<file path="src/rtl/mca_pkg.sv">
`default_nettype none
// ----------------------------------------------------------------------------
// MIDI chord arpeggiator package
// Shared widths, register indexes, control/status bundles and the chord
// interval table.
// ----------------------------------------------------------------------------
package mca_pkg;

   // Payload widths
   localparam int ROOT_W   = 7;
   localparam int START_W  = 16;
   localparam int NOTE_W   = 8;
   localparam int POS_W    = 24;
   localparam int OFFS_W   = 5;
   localparam int SEQ_W    = 4;

   // Step divider widths: 60*sample_rate over tempo shifted by the division
   localparam int RATE_W     = 18;
   localparam int TEMPO_W    = 9;
   localparam int DIVIDEND_W = 24;
   localparam int DIVISOR_W  = 12;

   // Configuration port
   localparam int CSR_IDX_W  = 3;
   localparam int CSR_DATA_W = 18;

   localparam logic [CSR_IDX_W-1:0] CSR_CHORD_SHAPE   = 3'd0;
   localparam logic [CSR_IDX_W-1:0] CSR_ARP_ORDER     = 3'd1;
   localparam logic [CSR_IDX_W-1:0] CSR_NOTE_DIVISION = 3'd2;
   localparam logic [CSR_IDX_W-1:0] CSR_OCTAVE_COUNT  = 3'd3;
   localparam logic [CSR_IDX_W-1:0] CSR_TEMPO_BPM     = 3'd4;
   localparam logic [CSR_IDX_W-1:0] CSR_SAMPLE_RATE   = 3'd5;

   // Arpeggio orders
   localparam logic [1:0] ORDER_UP       = 2'd0;
   localparam logic [1:0] ORDER_DOWN     = 2'd1;
   localparam logic [1:0] ORDER_PINGPONG = 2'd2;
   localparam logic [1:0] ORDER_SHUFFLE  = 2'd3;   // not built, plays as up

   // Controller to datapath
   typedef struct packed {
      logic load;      // latch root and start, launch the step divider
      logic emit_on;   // present the note-on of the current chord note
      logic emit_off;  // present the note-off, then advance
   } mca_cmd_type;

   // Datapath to controller
   typedef struct packed {
      logic chord_empty;
      logic div_done;
      logic last_note;
   } mca_sts_type;

   // Semitone offset of chord note idx above the root (triad over octaves)
   function automatic logic [OFFS_W-1:0] chord_offset(input logic minor,
                                                      input logic [SEQ_W-1:0] idx);
      logic [OFFS_W-1:0] mid;
      mid = minor ? 5'd3 : 5'd4;
      case (idx)
         4'd0:    chord_offset = 5'd0;
         4'd1:    chord_offset = mid;
         4'd2:    chord_offset = 5'd7;
         4'd3:    chord_offset = 5'd12;
         4'd4:    chord_offset = 5'd12 + mid;
         4'd5:    chord_offset = 5'd19;
         4'd6:    chord_offset = 5'd24;
         4'd7:    chord_offset = 5'd24 + mid;
         4'd8:    chord_offset = 5'd31;
         default: chord_offset = 5'd0;
      endcase
   endfunction

endpackage
`default_nettype wire

</file>
<file path="src/rtl/mca_div.sv">
`default_nettype none
// ----------------------------------------------------------------------------
// Step divider
// Restoring unsigned divider, one quotient bit per cycle. The quotient holds
// after the done pulse until the next start.
// ----------------------------------------------------------------------------
module mca_div (
   input  wire logic                             clock,
   input  wire logic                             reset,
   input  wire logic                             start,
   input  wire logic [mca_pkg::DIVIDEND_W-1:0]   dividend,
   input  wire logic [mca_pkg::DIVISOR_W-1:0]    divisor,
   output logic                                  done,
   output logic [mca_pkg::DIVIDEND_W-1:0]        quotient
);
   import mca_pkg::*;

   localparam int CNT_W = $clog2(DIVIDEND_W);
   localparam logic [CNT_W-1:0] LAST_CNT = CNT_W'(DIVIDEND_W - 1);

   logic                  run_ff;
   logic                  done_ff;
   logic [CNT_W-1:0]      cnt_ff;
   logic [DIVISOR_W-1:0]  rem_ff, rem_in;
   logic [DIVIDEND_W-1:0] q_ff;
   logic [DIVISOR_W:0]    trial;
   logic [DIVISOR_W:0]    diff;
   logic                  qbit;

   assign trial  = {rem_ff, q_ff[DIVIDEND_W-1]};
   assign qbit   = (trial >= {1'b0, divisor});
   assign diff   = trial - {1'b0, divisor};
   assign rem_in = qbit ? diff[DIVISOR_W-1:0] : trial[DIVISOR_W-1:0];

   always_ff @(posedge clock) begin
      if (reset) begin
         run_ff  <= 1'b0;
         done_ff <= 1'b0;
         cnt_ff  <= '0;
      end else begin
         done_ff <= run_ff && (cnt_ff == LAST_CNT);
         if (start) begin
            run_ff <= 1'b1;
            cnt_ff <= '0;
         end else if (run_ff) begin
            cnt_ff <= cnt_ff + 1'b1;
            if (cnt_ff == LAST_CNT) begin
               run_ff <= 1'b0;
            end
         end
      end
   end

   always_ff @(posedge clock) begin
      if (start) begin
         rem_ff <= '0;
         q_ff   <= dividend;
      end else if (run_ff) begin
         rem_ff <= rem_in;
         q_ff   <= {q_ff[DIVIDEND_W-2:0], qbit};
      end
   end

   assign done     = done_ff;
   assign quotient = q_ff;

endmodule
`default_nettype wire

</file>
<file path="src/rtl/mca_dp.sv">
`default_nettype none
// ----------------------------------------------------------------------------
// Arpeggiator datapath
// Configuration registers, step divider, sequence index and position
// accumulator, and the result fields.
// ----------------------------------------------------------------------------
module mca_dp (
   input  wire logic                             clock,
   input  wire logic                             reset,
   input  wire logic                             csr_we,
   input  wire logic [mca_pkg::CSR_IDX_W-1:0]    csr_index,
   input  wire logic [mca_pkg::CSR_DATA_W-1:0]   csr_wdata,
   input  wire logic [mca_pkg::ROOT_W-1:0]       root_note,
   input  wire logic [mca_pkg::START_W-1:0]      start_position,
   input  wire mca_pkg::mca_cmd_type             cmd,
   output mca_pkg::mca_sts_type                  sts,
   output logic [mca_pkg::NOTE_W-1:0]            event_note,
   output logic                                  event_is_on,
   output logic [mca_pkg::POS_W-1:0]             event_position,
   output logic                                  last_event
);
   import mca_pkg::*;

   // Configuration
   logic                 shape_ff;
   logic [1:0]           order_ff;
   logic [1:0]           division_ff;
   logic [1:0]           octaves_ff;
   logic [TEMPO_W-1:0]   tempo_ff;
   logic [RATE_W-1:0]    rate_ff;

   always_ff @(posedge clock) begin
      if (reset) begin
         shape_ff    <= 1'b0;
         order_ff    <= ORDER_UP;
         division_ff <= 2'd0;
         octaves_ff  <= 2'd1;
         tempo_ff    <= TEMPO_W'(120);
         rate_ff     <= RATE_W'(44100);
      end else if (csr_we) begin
         unique case (csr_index)
            CSR_CHORD_SHAPE:   shape_ff    <= csr_wdata[0];
            CSR_ARP_ORDER:     order_ff    <= csr_wdata[1:0];
            CSR_NOTE_DIVISION: division_ff <= csr_wdata[1:0];
            CSR_OCTAVE_COUNT:  octaves_ff  <= csr_wdata[1:0];
            CSR_TEMPO_BPM:     tempo_ff    <= csr_wdata[TEMPO_W-1:0];
            CSR_SAMPLE_RATE:   rate_ff     <= csr_wdata[RATE_W-1:0];
            default: ;
         endcase
      end
   end

   // Step length: 60*rate / (tempo << division), zero tempo taken as one
   logic [DIVIDEND_W-1:0] dividend;
   logic [DIVISOR_W-1:0]  divisor;
   logic [TEMPO_W-1:0]    tempo_eff;
   logic [POS_W-1:0]      step;
   logic                  div_done;

   assign dividend  = {rate_ff, 6'b0} - {4'b0, rate_ff, 2'b0};
   assign tempo_eff = (tempo_ff == '0) ? TEMPO_W'(1) : tempo_ff;
   assign divisor   = {3'b0, tempo_eff} << division_ff;

   mca_div u_div (
      .clock    (clock),
      .reset    (reset),
      .start    (cmd.load),
      .dividend (dividend),
      .divisor  (divisor),
      .done     (div_done),
      .quotient (step)
   );

   // Sequence bookkeeping
   logic [SEQ_W-1:0]   chord_len;
   logic [SEQ_W:0]     pp_len;
   logic [SEQ_W-1:0]   last_idx;
   logic [SEQ_W-1:0]   chord_idx;
   logic [SEQ_W:0]     pp_down;
   logic [ROOT_W-1:0]  root_ff;
   logic [POS_W-1:0]   pos_ff;
   logic [SEQ_W-1:0]   idx_ff;
   logic [POS_W-1:0]   pos_next;
   logic               last_note;

   assign chord_len = {2'b0, octaves_ff} + {1'b0, octaves_ff, 1'b0};
   assign pp_len    = {chord_len, 1'b0} - 5'd3;
   assign last_idx  = (order_ff == ORDER_PINGPONG) ? pp_len[SEQ_W-1:0]
                                                   : chord_len - 1'b1;
   assign pp_down   = {chord_len, 1'b0} - 5'd2 - {1'b0, idx_ff};

   always_comb begin
      case (order_ff)
         ORDER_DOWN:     chord_idx = chord_len - 1'b1 - idx_ff;
         ORDER_PINGPONG: chord_idx = (idx_ff < chord_len) ? idx_ff
                                                          : pp_down[SEQ_W-1:0];
         default:        chord_idx = idx_ff;
      endcase
   end

   assign pos_next = pos_ff + step;

   always_ff @(posedge clock) begin
      if (cmd.load) begin
         root_ff <= root_note;
         pos_ff  <= {{(POS_W-START_W){1'b0}}, start_position};
         idx_ff  <= '0;
      end else if (cmd.emit_off) begin
         pos_ff <= pos_next;
         idx_ff <= idx_ff + 1'b1;
      end
   end

   assign last_note = (idx_ff == last_idx);

   assign sts = '{chord_empty: (octaves_ff == 2'd0),
                  div_done:    div_done,
                  last_note:   last_note};

   assign event_note     = {1'b0, root_ff}
                           + {{(NOTE_W-OFFS_W){1'b0}}, chord_offset(shape_ff, chord_idx)};
   assign event_is_on    = cmd.emit_on;
   assign event_position = cmd.emit_off ? pos_next : pos_ff;
   assign last_event     = cmd.emit_off && last_note;

endmodule
`default_nettype wire

</file>
<file path="src/rtl/mca_ctrl.sv">
`default_nettype none
// ----------------------------------------------------------------------------
// Arpeggiator controller
// Accepts commands, waits out the step division, then walks the chord
// sequence one note-on and one note-off per note.
// ----------------------------------------------------------------------------
module mca_ctrl (
   input  wire logic                  clock,
   input  wire logic                  reset,
   input  wire logic                  start,
   input  wire logic                  is_note_on,
   input  wire mca_pkg::mca_sts_type  sts,
   output logic                       busy,
   output logic                       rsp_valid,
   output mca_pkg::mca_cmd_type       cmd
);
   import mca_pkg::*;

   localparam logic [1:0] ST_IDLE = 2'd0;
   localparam logic [1:0] ST_DIV  = 2'd1;
   localparam logic [1:0] ST_ON   = 2'd2;
   localparam logic [1:0] ST_OFF  = 2'd3;

   logic [1:0] state_ff, state_in;
   logic       accept;

   assign busy   = (state_ff != ST_IDLE);
   assign accept = start && !busy;

   always_comb begin
      state_in     = state_ff;
      cmd.load     = 1'b0;
      cmd.emit_on  = 1'b0;
      cmd.emit_off = 1'b0;
      unique case (state_ff)
         ST_IDLE: begin
            // Drop events that are not note-ons or that build no chord
            if (accept && is_note_on && !sts.chord_empty) begin
               cmd.load = 1'b1;
               state_in = ST_DIV;
            end
         end
         ST_DIV: begin
            if (sts.div_done) begin
               state_in = ST_ON;
            end
         end
         ST_ON: begin
            cmd.emit_on = 1'b1;
            state_in    = ST_OFF;
         end
         ST_OFF: begin
            cmd.emit_off = 1'b1;
            state_in     = sts.last_note ? ST_IDLE : ST_ON;
         end
         default: state_in = ST_IDLE;
      endcase
   end

   always_ff @(posedge clock) begin
      if (reset) begin
         state_ff <= ST_IDLE;
      end else begin
         state_ff <= state_in;
      end
   end

   assign rsp_valid = cmd.emit_on || cmd.emit_off;

endmodule
`default_nettype wire

</file>
<file path="src/rtl/midi_chord_arpeggiator_top.sv">
`default_nettype none
// ----------------------------------------------------------------------------
// MIDI chord arpeggiator
// A note-on command builds a major or minor triad over 1 to 3 octaves, orders
// it up, down or ping-pong, and schedules a note-on and a note-off per chord
// note, one step apart.
// ----------------------------------------------------------------------------
// The first result waits for the step divider (restoring, one quotient bit per
//   cycle over a 24-bit dividend) to finish.
// Throughput: after that, 6 to 32 results in consecutive cycles, and a note-on
//   keeps busy high until its last result. Other events and an empty chord
//   produce no result and leave busy low.
// Results carry no back-pressure: each one is valid for exactly one cycle.
// Reset is synchronous: control returns to idle and the configuration takes
//   its reset values (major, up, quarter notes, 1 octave, 120 bpm, 44100 Hz).
// ----------------------------------------------------------------------------
module midi_chord_arpeggiator_top (
   input  wire logic                             clock,
   input  wire logic                             reset,
   // Command channel
   input  wire logic                             start,
   output logic                                  busy,
   input  wire logic                             req_is_note_on,
   input  wire logic [mca_pkg::ROOT_W-1:0]       req_root_note,
   input  wire logic [mca_pkg::START_W-1:0]      req_start_position,
   // Result channel
   output logic                                  rsp_valid,
   output logic [mca_pkg::NOTE_W-1:0]            rsp_event_note,
   output logic                                  rsp_event_is_on,
   output logic [mca_pkg::POS_W-1:0]             rsp_event_position,
   output logic                                  rsp_last_event,
   // Configuration write port
   input  wire logic                             csr_we,
   input  wire logic [mca_pkg::CSR_IDX_W-1:0]    csr_index,
   input  wire logic [mca_pkg::CSR_DATA_W-1:0]   csr_wdata
);
   import mca_pkg::*;

   mca_cmd_type cmd;
   mca_sts_type sts;

   // Controller: sequences one command at a time
   mca_ctrl u_ctrl (
      .clock      (clock),
      .reset      (reset),
      .start      (start),
      .is_note_on (req_is_note_on),
      .sts        (sts),
      .busy       (busy),
      .rsp_valid  (rsp_valid),
      .cmd        (cmd)
   );

   // Datapath: configuration, step division, chord walk and result fields.
   // Root and start position are latched when a note-on with a chord is taken.
   mca_dp u_dp (
      .clock          (clock),
      .reset          (reset),
      .csr_we         (csr_we),
      .csr_index      (csr_index),
      .csr_wdata      (csr_wdata),
      .root_note      (req_root_note),
      .start_position (req_start_position),
      .cmd            (cmd),
      .sts            (sts),
      .event_note     (rsp_event_note),
      .event_is_on    (rsp_event_is_on),
      .event_position (rsp_event_position),
      .last_event     (rsp_last_event)
   );

   // A result transfer only happens while a command is in progress
   a_rsp_busy: assert property (@(posedge clock) disable iff (reset)
      rsp_valid |-> busy)
      else $error("result strobe while idle");

   // Each note-on is followed at once by the note-off of the same note
   a_on_then_off: assert property (@(posedge clock) disable iff (reset)
      (rsp_valid && rsp_event_is_on) |=>
         (rsp_valid && !rsp_event_is_on && rsp_event_note == $past(rsp_event_note)))
      else $error("note-on not followed by its note-off");

   // The next note starts where the previous note-off landed
   a_off_then_on: assert property (@(posedge clock) disable iff (reset)
      (rsp_valid && !rsp_event_is_on && !rsp_last_event) |=>
         (rsp_valid && rsp_event_is_on
          && rsp_event_position == $past(rsp_event_position)))
      else $error("sequence gap after note-off");

   // The final result frees the block for the next command
   a_last_idle: assert property (@(posedge clock) disable iff (reset)
      (rsp_valid && rsp_last_event) |=> !busy)
      else $error("still busy after last result");

endmodule
`default_nettype wire
</file>
<file path="config.mk">
export PLATFORM = sky130hd
export DESIGN_NAME = midi_chord_arpeggiator_top
export DESIGN_NICKNAME = d
export VERILOG_FILES = /design/src/rtl/mca_pkg.sv /design/src/rtl/mca_div.sv /design/src/rtl/mca_dp.sv /design/src/rtl/mca_ctrl.sv /design/src/rtl/midi_chord_arpeggiator_top.sv
export SDC_FILE = /design/constraint.sdc
export NUM_CORES = 1
export LEC_CHECK = 0
export BUFFER_PORTS_ARGS = -buffer_cell sky130_fd_sc_hd__buf_2
export CAP_MARGIN = 20
export CORE_ASPECT_RATIO = 1.75
export CORE_MARGIN = 2
export CORE_UTILIZATION = 40
export CTS_CLUSTER_SIZE = 28
export DETAILED_ROUTE_END_ITERATION = 12
export HOLD_SLACK_MARGIN = 0.03
export PLACE_DENSITY = 0.56
export SLEW_MARGIN = 20
export SYNTH_ARGS = -nofsm -noshare
export SYNTH_HDL_FRONTEND = slang
export SYNTH_SLANG_ARGS = --single-unit
</file>
<file path="constraint.sdc">
create_clock -name clock -period 6.6 [get_ports clock]
set_input_delay 0.99 -clock clock [delete_from_list [all_inputs] [get_ports clock]]
set_output_delay 0.99 -clock clock [all_outputs]
set_load 0.02 [all_outputs]
</file>
==> metrics list, run 1 <==
* Sequential share of the synthesized area: 31.76%
- Crit path arrival time: 5.20 ns
- The final layout contains 1,197 nets.
- In this run the tool buffered the top-level ports with 84 buffer cells.
- Count of state elements after synthesis: about 110
- Highest fanout seen on the critical path: 9
* Final Critical Period: approximately 6.2 ns
* Final wirelength: 20.56 mm
- The clock passes through at most 2 buffers.
- Area occupied by multi-input gates: about 0.0051 mm²
* Count of pins on the block boundary: 85
- For this run, the leading register cell type out of synthesis is dfxtp_1.
- Setup Viol. Count Final: 0
* Layout cell share with drive strength beyond 1: a little over an eighth
* GRT Total Usage: 19.00%
- Final TNS setup: 0 ns
- Dividing the detail-routed wire length by the instance count gives 15.42 µm.
- Synthesized area: roughly 0.008 mm²
* Status: finished, final reports clean
- Least-Margin Pin Slew: roughly 1.0 ns
- The initialized floorplan defines 69 standard-cell rows.
- For this run, design rule violations remaining after detail routing come to 0.
- Placement-stage cell area: 0.008736 mm²
- In this run the power density over the cells is between 200 and 300 mW/mm².
* Floorplan die height: 193.0 µm
- After layout, the worst setup slack is 0.4068 ns.
- Starting Density: 40.41%
- Area contributors post-synth: dfxtp_1 20%, edfxtp_1 11%, ha_1 11%, nand2_1 7.9%, a21oi_1 6.2%
- Final ANT Viol Nets: 0
- In the finished design, the share of the clock period the worst path needs comes to 93.84%.
- Worst hold-check slack: 0.4634 ns
- In this run the tightest slew margin relative to its limit is a little under a third.
- Register area: between 0.002 and 0.003 mm²
* Avg Inst Size Synth: 8.066 µm²
- From left edge to right edge, the die measures 112.0 µm.
- HP Class: flop to flop
- In this run the clock root is driven by a clkbuf_16.
- Across the VDD grid, the largest voltage drop is 0.1789 mV.
* Critical Path End Type: output pin
- Leak pwr: around 4.1 nW
* Growth of design area from synthesis to finish: 14.99%
* First-pass GRT wire length: 32.83 mm
* Cell type with the highest aggregate area in the netlist: dfxtp_1
* Post-Synthesis Cells: 1,012
- Number of maximum-capacitance violations: 0
* Type of the setup path with the least slack: flop to output pin
* Endpoint required time on the critical path: 5.61 ns
- Count of flip-flops with a built-in enable after synthesis: 31
* Estimated wirelength of the detail-placed design: 15.65 mm
* Startpoint class of the critical path: flop
* Placer's final routability congestion estimate: around 0.87
* Count of yosys warnings during synthesis: 0
- The total count of hold-check failures in the final report is 0.
- Vias after detailed routing: 7,006
- The count of final max-slew check failures was 0.
- Entering global routing, the biggest net connects around 80 pins.
- In this run, the number of DRC markers left after iteration 0 of detailed routing was between 300 and 400.
* RSZ-0062 raised after global routing: no
* Worst-skew pair later-pin latency: 0.43 ns
- After clock tree synthesis, the clock-pin slew on the worst setup and hold paths is roughly 0.05 ns.
* DRT Pass-1 Iters: 4
- Post-synth cell types: 70
* Floorplan die area: 0.02161 mm²
- The via count of the first global-routing pass is between 6,000 and 7,000.
- The number of antenna diodes in the final layout is 0.
- Highest clock rate: 161.5 MHz
* Finished layout cell area: 0.009387 mm²
- Counting the fill cells in the layout gives 2,110.
- The top cell type by area accounts for 20.36% of the synthesized area.
- In the routed layout, each cell is associated on average with a via count of 5.256.
* Post-synthesis net count: 1,137
- At the placement stage, the worst setup path has a slack of 0.7244 ns.
- Core box area: 0.02020 mm²
* GRT overflow: 0
* Number of antenna violations at the first check in global routing: 0
* Count of H-tree levels built during CTS: 4
- After clock tree synthesis, the flow added hold-fix buffers numbering 0.
* TritonCTS clock tree: yes
- Of all flip-flops after synthesis, the portion carrying an async set or reset was 0%.
- For this design, the sink count on the clock tree is 114.
- Clock tree synthesis inserted a total of 17 buffers.
- The clock arrives with 0.006124 ns of skew.
[cell usage after synthesis (12+ instances only)]
| master | count |
|---|---|
| xor2_1 | 32 |
| mux2i_1 | 16 |
| nand3_1 | 19 |
| ha_1 | 71 |
| clkbuf_1 | 39 |
| nor2_1 | 61 |
| a21oi_1 | 101 |
| nand3b_1 | 12 |
| nand2_1 | 172 |
| edfxtp_1 | 31 |
| mux2_2 | 17 |
| a21o_1 | 18 |
| inv_1 | 62 |
| dfxtp_1 | 83 |
| nor3_1 | 23 |
| xnor2_1 | 36 |
| o21ai_0 | 70 |
[final cells by class]
cell class                 count  share of cell area, %
clock buffer                  24                  5.359
clock inverter                 8                  1.560
inverter                      63                  2.519
multi-input combinational    788                  54.83
sequential                   114                  27.63
tap                          248                  3.306
timing repair buffer          88                  4.799
[routing by layer]
layer  routed length (µm)  vias up  global-route usage, %
li1                     -     3669                      -
met1                 8433     3195                  20.25
met2                10950      109                  36.36
met3                  638       33                  3.626
met4                  538        0                  8.021
met5                    0        -                      0
[stage by stage]
| stage | instances | utilization [%] | total power, mW |
|---|---|---|---|
| 3_3_place_gp | 1301 | 43.24 | 1.678 |
| 6_report | 1333 | 46.46 | 2.684 |
| 3_5_place_dp | 1301 | 43.24 | 1.682 |
| 5_1_grt | 1333 | 46.46 | 2.838 |
| 4_1_cts | 1333 | 46.46 | 2.715 |
| 2_1_floorplan | 1012 | - | 1.497 |
[report_power, final]
group,internal [mW],switching (mW)
sequential,0.806,0.0624
combinational,0.340,0.461
clock,0.684,0.332
total,1.83,0.855
[sequential cells by signal, indices dropped and copies added, names as in the netlist, 2 cells and up]
signal,count
u_dp.rate_ff,18
u_dp.order_ff,2
u_ctrl.state_ff,2
u_dp.u_div.rem_ff,12
u_dp.idx_ff,4
u_dp.division_ff,2
u_dp.tempo_ff,9
u_dp.octaves_ff,2
u_dp.pos_ff,24
u_dp.u_div.quotient,24
u_dp.root_ff,7
u_dp.u_div.cnt_ff,5
[what timing repair did]
action | 4_1_cts | 5_1_grt
endpoints found under the hold margin | 0 | 0
endpoints found under the setup margin | 0 | 1
buffers inserted | 0 | 0
gates resized for setup | 0 | 1
[cells in the final DEF, fill, tap and decap left out, drive strengths merged, types with 11 or more instances in the layout]
cell    count
a21o       18
a21oi     102
xor2       32
a31oi      11
inv        63
edfxtp     31
nor3       23
mux2i      16
mux2       17
ha         71
buf        88
o21ai      70
nor2b      11
nand2     172
xnor2      36
dfxtp      83
nand3      19
clkbuf     24
nand3b     12
nor2       61
[final timing paths]
| check | from | end | slack (ns) | cells after the start |
|---|---|---|---|---|
| worst min register to register | u_dp.tempo_ff[0] | u_dp.tempo_ff[0] | 0.46 | 2 |
| worst min-delay path | u_dp.tempo_ff[0] | u_dp.tempo_ff[0] | 0.46 | 2 |
| worst max-delay path | u_dp.octaves_ff[0] | rsp_event_note[6] | 0.41 | 21 |
| worst max register to register | u_dp.tempo_ff[5] | u_dp.u_div.rem_ff[1] | 3.05 | 12 |
[worst max-delay path: stages (launching register included)]
cell and delay, ns:
dfxtp_2 0.42, inv_1 0.11, ha_1 0.44, xnor2_1 0.24, ha_1 0.26, a21o_1 0.16, a21oi_1 0.16, xnor2_1 0.16
mux2_2 0.37, a221o_1 0.39, a211o_1 0.28, o22ai_1 0.19, ha_1 0.21, inv_1 0.05, fa_1 0.40, inv_1 0.07
a21oi_1 0.05, o21ai_0 0.28, a21o_1 0.17, nand2_1 0.06, xnor2_1 0.12, buf_2 0.18
[kinds of logic (layout without fill, tap and decap cells)]
| family | Yosys count | after routing | synth area share (%) |
|---|---|---|---|
| AOI/OAI and AO/OA | 268 | 268 | 20.13 |
| xor gates and xnor gates | 68 | 68 | 7.296 |
| adders and majority gates | 77 | 77 | 12.23 |
| buffers and inverters | 110 | 183 | 5.211 |
| DFF | 114 | 114 | 31.76 |
| muxes | 34 | 34 | 4.583 |
| and+or+nand+nor | 341 | 341 | 18.79 |
Note: power is estimated with default switching activity, not from simulation.
==> run 2: changes to the inputs <==
--- a/config.mk
+++ b/config.mk
@@ -5,15 +5,15 @@
 export SDC_FILE = /design/constraint.sdc
 export NUM_CORES = 1
 export LEC_CHECK = 0
-export BUFFER_PORTS_ARGS = -buffer_cell sky130_fd_sc_hd__buf_2
 export CAP_MARGIN = 20
 export CORE_ASPECT_RATIO = 1.75
 export CORE_MARGIN = 2
-export CORE_UTILIZATION = 40
+export CORE_UTILIZATION = 45
 export CTS_CLUSTER_SIZE = 28
 export DETAILED_ROUTE_END_ITERATION = 12
+export DONT_BUFFER_PORTS = 1
 export HOLD_SLACK_MARGIN = 0.03
-export PLACE_DENSITY = 0.56
+export PLACE_DENSITY = 0.58
 export SLEW_MARGIN = 20
 export SYNTH_ARGS = -nofsm -noshare
 export SYNTH_HDL_FRONTEND = slang
==> metrics list, run 2 (synthesis gave the netlist of run 1 again) <==
* Status: finished, final reports clean
- Clock root buffer: clkbuf_16
- The HPWL after detailed placement was 15.34 mm (-1.9%).
- The critical path starts at u_dp.octaves_ff[0].
- Walking the worst path, the cells encountered are inv_1 > ha_1 > xnor2_1 > ha_1 > a21o_1 > a21oi_1 > xnor2_1 > mux2_2 > a221o_1 > a211o_1 > o22ai_1 > ha_1 > inv_1 > fa_1 > inv_1 > a21oi_1 > o21ai_0 > a21o_1 > nand2_1 > xnor2_2.
- The slowest stage of the critical path belongs to the cell ha_1.
- Global routing usage on met1: 23.46% (+3.2 points)
* Floorplan die height: 182.2 µm (-5.6%)
* Final wirelength: 20.07 mm (-2.4%)
* Drt wl/cell: 16.23 µm (+5.3%)
- The setup path with the least slack is of type flop to output pin.
- CTS Buf Count: 17 (unchanged)
- Finished layout cell area: 0.008881 mm² (-5.4%)
- The buffer levels on the longest clock path was 2 (unchanged).
* Count of pins on the block boundary: 85 (unchanged)
- Post-detailed-route DRC marker count: 0 (unchanged)
- Combinational group share of total power: 30.1% (+0.3 points)
* Sequential group share of total power: 34.5% (+2.2 points)
- Final TNS setup: 0 ns (unchanged)
- Port Buf Inserts: 0 (-100%)
* Min-Delay Path Depth: 1 (-1)
- Commonest non-fill, non-tap cell in the layout: nand2_1
* Die Width: 105.8 µm (-5.5%)
- Register area: 0.002594 mm² (unchanged)
- Destination of the worst register-to-register timing path: u_dp.u_div.rem_ff[1]
- Setup Viol. Count Final: 0 (unchanged)
- The post-route clock skew came to 0.009282 ns (+0.003158 ns).
- The number of antenna violations at the first check in global routing came to 0 (unchanged).
- Area occupied by multi-input gates: 0.005154 mm² (+0.15%)
- Number of DRC markers after the initial detailed-route iteration: 239 (-25%)
- Clk network pwr share: 35.4% (-2.4 points)
* Total buffers and inverters traversed by the critical path: 3 (-1)
- Highest clock rate: 163.0 MHz (+0.97%)
* Sw Pwr: 836.8 µW (-2.2%)
- Leak pwr: 3.747 nW (-8.9%)
- The post-place setup slack came to 0.6618 ns (-0.06256 ns).
- The library cells used most frequently in the layout, excluding fill and tap cells, are 172 x nand2_1, 101 x a21oi_1, 82 x dfxtp_1, 71 x ha_1, 70 x o21ai_0.
- Clock slew at the register clock pins of the worst setup and hold paths: 0.05 ns (about the same)
- The number of optimization iterations in the first detailed-route pass was 4 (unchanged).
- The path with the worst hold slack has its endpoint at u_dp.pos_ff[23].
* Net Sw Frac: 33.23% (+1.4 points)
- Share of the clock period used by the worst path: 92.94% (-0.90 points)
* Highest fanout seen on the critical path: 9 (unchanged)
- The instance area after placement is 0.008309 mm² (-4.9%).
* Growth of design area from synthesis to finish: 8.798%
- The highest ir drop seen on vdd came to 0.1699 mV (-5.0%).
- The delay of the slowest cell on the worst path was 0.44 ns (about the same).
- Critical Path End Type: output pin
* TritonCTS clock tree: yes
- The reported max-cap violation count is 0 (unchanged).
- Antenna diode count: 0 (unchanged)
- Cell row count: 65 (-5.8%)
* Vias/cell: 5.507 (+4.8%)
* Crit Reg-Reg Startpoint: u_dp.division_ff[1]
- CTS hold repair buffers: 0 (unchanged)
* GRT Total Usage: 21.55% (+2.5 points)
* Vias after detailed routing: 6,807 (-2.8%)
* Worst min-delay path startpoint: u_dp.pos_ff[23]
* Worst hold-check slack: 0.4764 ns (+0.01300 ns)
* Startpoint class of the critical path: flop
- RSZ-0062 raised after global routing: no
- The H-tree depth is 4 (unchanged).
- The largest net degree at the start of global routing is 80 (+1.3%).
* Worst-skew pair later-pin latency: 0.42 ns (about the same)
- The number of clock sinks seen by CTS was 114 (unchanged).
- The standard cell core area was 0.01789 mm² (-11%).
- The routability congestion estimate from global placement came to 0.8918 (+2.1%).
- Global routing met2 resource utilization: 40.18% (+3.8 points)
* Final critical-path setup slack: 0.4661 ns (+0.05933 ns)
* Register-to-register setup slack: 3.03 ns (-0.02 ns)
- Gate family responsible for the most delay along the worst path: compound AO/OA/AOI/OAI gates
* Final ANT Viol Nets: 0 (unchanged)
- The worst hold path belongs to the class flop to flop.
- Worst reg2reg path depth: 9 (-3)
- The layout cell share with drive strength beyond 1 was 6.287% (-7.1 points).
* Internal power: 1.682 mW (-8.1%)
- In this run the most used layer during global routing was met2.
- The power per unit of standard cell area was 283.6 mW/mm² (-0.85%).
- The global-route congestion overflow total is 0 (unchanged).
- The transition time at the pin with the least slew margin is 1.009 ns (-0.01241 ns).
* First-pass GRT wire length: 33.04 mm (+0.63%)
- The global routing usage on met3 is 4.179% (+0.55 points).
- Floorplan die area: 0.01928 mm² (-11%)
- The count of filler cells inserted in the layout came to 1,835 (-13%).
* Final Critical Period: 6.134 ns (-0.05933 ns)
- The total count of hold-check failures in the final report was 0 (unchanged).
* Endpoint required time on the critical path: 5.61 ns (about the same)
- The worst relative slew slack was 32.64% (+0.83 points).
- Vias in the first global route: 6,711 (-1.6%)
- The final net count was 1,114 (-6.9%).
- The starting density of the core came to 45.62% (+5.2 points).
- The arrival time of data at the critical path endpoint is 5.14 ns (-0.06 ns).
- Max-slew violation count: 0 (unchanged)
run 2: cell types whose count changed in the layout (fill, tap and decap cells not counted), sizes merged:
cell      before  now
clkinv         2    8
clkbuf        24   21
clkinvlp       2    1
bufinv         4    2
buf           88    5
run 2: power by group through the flow:
| stage | combinational [mW] | sequential [mW] | clock, mW |
|---|---|---|---|
| final | 0.758 | 0.869 | 0.891 |
| after global routing | 0.862 | 0.879 | 0.934 |
| after CTS | 0.764 | 0.869 | 0.913 |
| after detailed placement | 0.760 | 0.883 | 0 |
| after global placement | 0.755 | 0.882 | 0 |
| after floorplan | 0.641 | 0.856 | 0 |
run 2: worst max path at each step:
stage                     slack (ns)  depth (start not counted)                end
after floorplan                 1.10                         21  rsp_event_note[6]
after global placement          0.72                         20  rsp_event_note[6]
after detailed placement        0.66                         20  rsp_event_note[6]
after CTS                       0.16                         20  rsp_event_note[6]
after global routing            0.08                         20  rsp_event_note[6]
final                           0.47                         20  rsp_event_note[6]
run 2: repair_timing:
action	CTS	global route
resized for setup	0	2
endpoints found under the setup margin	0	1
buffers inserted	0	0
run 2: layout make-up:
class | instances | area share, %
Multi-Input combinational cell | 788 | 58.03
Timing Repair Buffer | 5 | 0.4649
Tap cell | 234 | 3.297
Inverter | 63 | 2.663
Sequential cell | 114 | 29.21
Clock buffer | 21 | 5.072
Clock inverter | 11 | 1.268
run 2: metal layers:
| layer | wire length [µm] | vias to the layer above |
|---|---|---|
| met5 | 0 | - |
| met4 | 529 | 0 |
| met3 | 540 | 33 |
| met2 | 10800 | 114 |
| met1 | 8197 | 3160 |
| li1 | - | 3500 |
run 2: metrics by stage:
| step | cells | total power [mW] | util, % |
|---|---|---|---|
| final | 1236 | 2.518 | 49.64 |
| after global routing | 1236 | 2.675 | 49.64 |
| after CTS | 1236 | 2.546 | 49.59 |
| after detailed placement | 1204 | 1.643 | 46.44 |
| after global placement | 1203 | 1.637 | 46.38 |
| after floorplan | 1012 | 1.497 | - |
==> run 3: changes to the inputs <==
==> constraint.sdc (replaced) <==
create_clock -name clock -period 6.6 [get_ports clock]
set_input_delay 1.32 -clock clock [delete_from_list [all_inputs] [get_ports clock]]
set_output_delay 1.32 -clock clock [all_outputs]
set_load 0.02 [all_outputs]
==> metrics list, run 3 (synthesis gave the netlist of run 1 again) <==
* Worst hold-check slack: 0.4622 ns (-0.01422 ns)
- The number of buffers inserted to repair setup after CTS is 0 (unchanged).
- The number of clock buffers inserted by TritonCTS is 17 (unchanged).
- Post-detailed-route DRC marker count: 0 (unchanged)
- The count of buffers from port buffering was 0 (unchanged).
- The layout cell share with drive strength beyond 1 was 6.181% (-0.11 points).
- The clock-pin slew reported for the worst setup and hold paths after clock tree synthesis was 0.05 ns (about the same).
- The power per unit of standard cell area was 292.4 mW/mm² (+3.1%).
* Clock root buffer: clkbuf_16
* Vias in the first global route: 6,659 (-0.77%)
- In this run the worst hold path is classified as flop to flop.
* Final wirelength: 19.83 mm (-1.2%)
- Number of gates given a new drive strength after cts: 0 (unchanged)
* Commonest non-fill, non-tap cell in the layout: nand2_1
- Vias after detailed routing: 6,815 (+0.12%)
- The horizontal extent of the die came to 105.8 µm (unchanged).
- Count of H-tree levels built during CTS: 4 (unchanged)
- The top cell types in the final layout, fill and taps aside, are 172 x nand2_1, 101 x a21oi_1, 82 x dfxtp_1, 70 x ha_1, 69 x o21ai_0.
- The count of final max-slew check failures is 0 (unchanged).
* Vias/cell: 5.509 (about the same)
- Final Critical Period: 6.189 ns (+0.05472 ns)
* GRT overflow: 0 (unchanged)
- RSZ-0062 raised after global routing: no
- CTS hold repair buffers: 0 (unchanged)
- TritonCTS built the clock tree.
- The count of standard-cell rows came to 65 (unchanged).
* Count of pins on the block boundary: 85 (unchanged)
- The final net count was 1,115 (+0.090%).
- Worst-skew pair later-pin latency: 0.42 ns (about the same)
- The overall global routing resource usage is 21.26% (-0.29 points).
- Final TNS setup: 0 ns (unchanged)
- Floorplan die area: 0.01928 mm² (unchanged)
- Highest clock rate: 161.6 MHz (-0.88%)
- Maximum VDD drop: 0.1395 mV (-18%)
- Starting Density: 45.62% (unchanged)
- The reported max-cap violation count was 0 (unchanged).
- Estimated wirelength of the detail-placed design: 15.22 mm (-0.82%)
* Total buffers and inverters traversed by the critical path: 4 (+1)
- Least-Margin Pin Slew: 1.006 ns (-0.002794 ns)
* Setup Viol. Count Final: 0 (unchanged)
- Endpoint required time on the critical path: 5.28 ns (-0.33 ns)
- DRT Pass-1 Iters: 4 (unchanged)
- Walking the worst path, the cells encountered are inv_1 > ha_2 > xnor2_1 > ha_1 > a21o_1 > a21oi_1 > xnor2_1 > mux2_2 > a221o_1 > a211o_1 > o22ai_1 > ha_1 > inv_1 > fa_1 > inv_1 > a21oi_1 > o21ai_1 > a21o_1 > nand2_1 > xnor2_1 > buf_4.
- Core box area: 0.01789 mm² (unchanged)
* Crit path arrival time: 4.87 ns (-0.27 ns)
- Floorplan die height: 182.2 µm (unchanged)
- Growth of design area from synthesis to finish: 9.565%
- Worst clock skew: 0.007134 ns (-0.002148 ns)
- The worst setup path is captured at an output pin.
- The total count of hold-check failures in the final report came to 0 (unchanged).
- Type of the setup path with the least slack: flop to output pin
- Share of the clock period used by the worst path: 93.77% (+0.83 points)
* Final ANT Viol Nets: 0 (unchanged)
* Drt wl/cell: 16.03 µm (-1.2%)
* Worst setup slack before clock tree synthesis: 0.6127 ns (-0.04912 ns)
- Leak pwr: 3.762 nW (+0.41%)
- Filler cell count: 1,775 (-3.3%)
* Placer's final routability congestion estimate: 0.8926 (about the same)
- Largest net degree at the start of global routing: 80 (unchanged)
- Area occupied by multi-input gates: 0.005151 mm² (about the same)
- The run finished with clean final reports.
* First-pass GRT wire length: 32.46 mm (-1.8%)
- The area taken by flip-flops and latches is 0.002594 mm² (unchanged).
- Highest fanout seen on the critical path: 8 (-1)
- Number of antenna violations at the first check in global routing: 0 (unchanged)
- The antenna diode instance count was 0 (unchanged).
- Gate family responsible for the most delay along the worst path: compound AO/OA/AOI/OAI gates
- On the critical path, the stage with the largest delay is an instance of ha_2.
- The worst path setup slack after routing is 0.4114 ns (-0.05472 ns).
- Number of DRC markers after the initial detailed-route iteration: 270 (+13%)
* Startpoint class of the critical path: flop
* Delay of the slowest cell on the worst path: 0.43 ns (about the same)
- The buffer levels on the longest clock path came to 2 (unchanged).
- Number of sinks handled by clock tree synthesis: 114 (unchanged)
- Rel. slew slack: 32.82% (+0.19 points)
run 3: power breakdown:
group	leakage (nW)	switching [mW]	total (mW)	internal, mW
Sequential	0.976	0.0626	0.869	0.806
Combinational	2.49	0.444	0.759	0.314
Clock	0.300	0.324	0.988	0.664
run 3: final timing paths:
kind	start	end	slack, ns	cells past startpoint
worst min register to register	u_dp.tempo_ff[0]	u_dp.tempo_ff[0]	0.46	2
worst min-delay path	u_dp.tempo_ff[0]	u_dp.tempo_ff[0]	0.46	2
worst max-delay path	u_dp.octaves_ff[1]	rsp_event_note[6]	0.41	21
worst max register to register	u_dp.tempo_ff[5]	u_dp.u_div.rem_ff[1]	3.00	12
run 3: worst reg2reg max path, delay by kind of cell, from the launching register on:
kind                       cells  cell delay [ns]
adders and majority gates      1             0.31
AOI/OAI and AO/OA              6             1.95
DFF                            1             0.36
and+or+nand+nor                3             0.55
muxes                          2             0.35
run 3: layer usage:
metal | vias to the layer above | GRT usage, % | share of wire (%)
met5 | - | 0 | 0
met4 | 0 | 10.00 | 3.3
met3 | 41 | 4.071 | 2.9
met2 | 114 | 39.46 | 53
met1 | 3153 | 22.83 | 40
li1 | 3507 | - | -
run 3: stage by stage:
stage	power, mW	instances	area [µm²]	utilization [%]
finish	2.615	1237	8944	49.99
global route	2.778	1237	8944	49.99
CTS	2.640	1237	8940	49.96
detailed placement	1.642	1205	8315	46.48
global placement	1.637	1205	8313	46.46
floorplan	1.497	1012	8163	-
run 3: final cells by class:
type,instances,share of cell area (%)
multi-input combinational,788,57.60
clock inverter,12,2.098
tap,234,3.274
inverter,63,2.644
clock buffer,20,4.882
sequential,114,29.00
timing repair buffer,6,0.5036
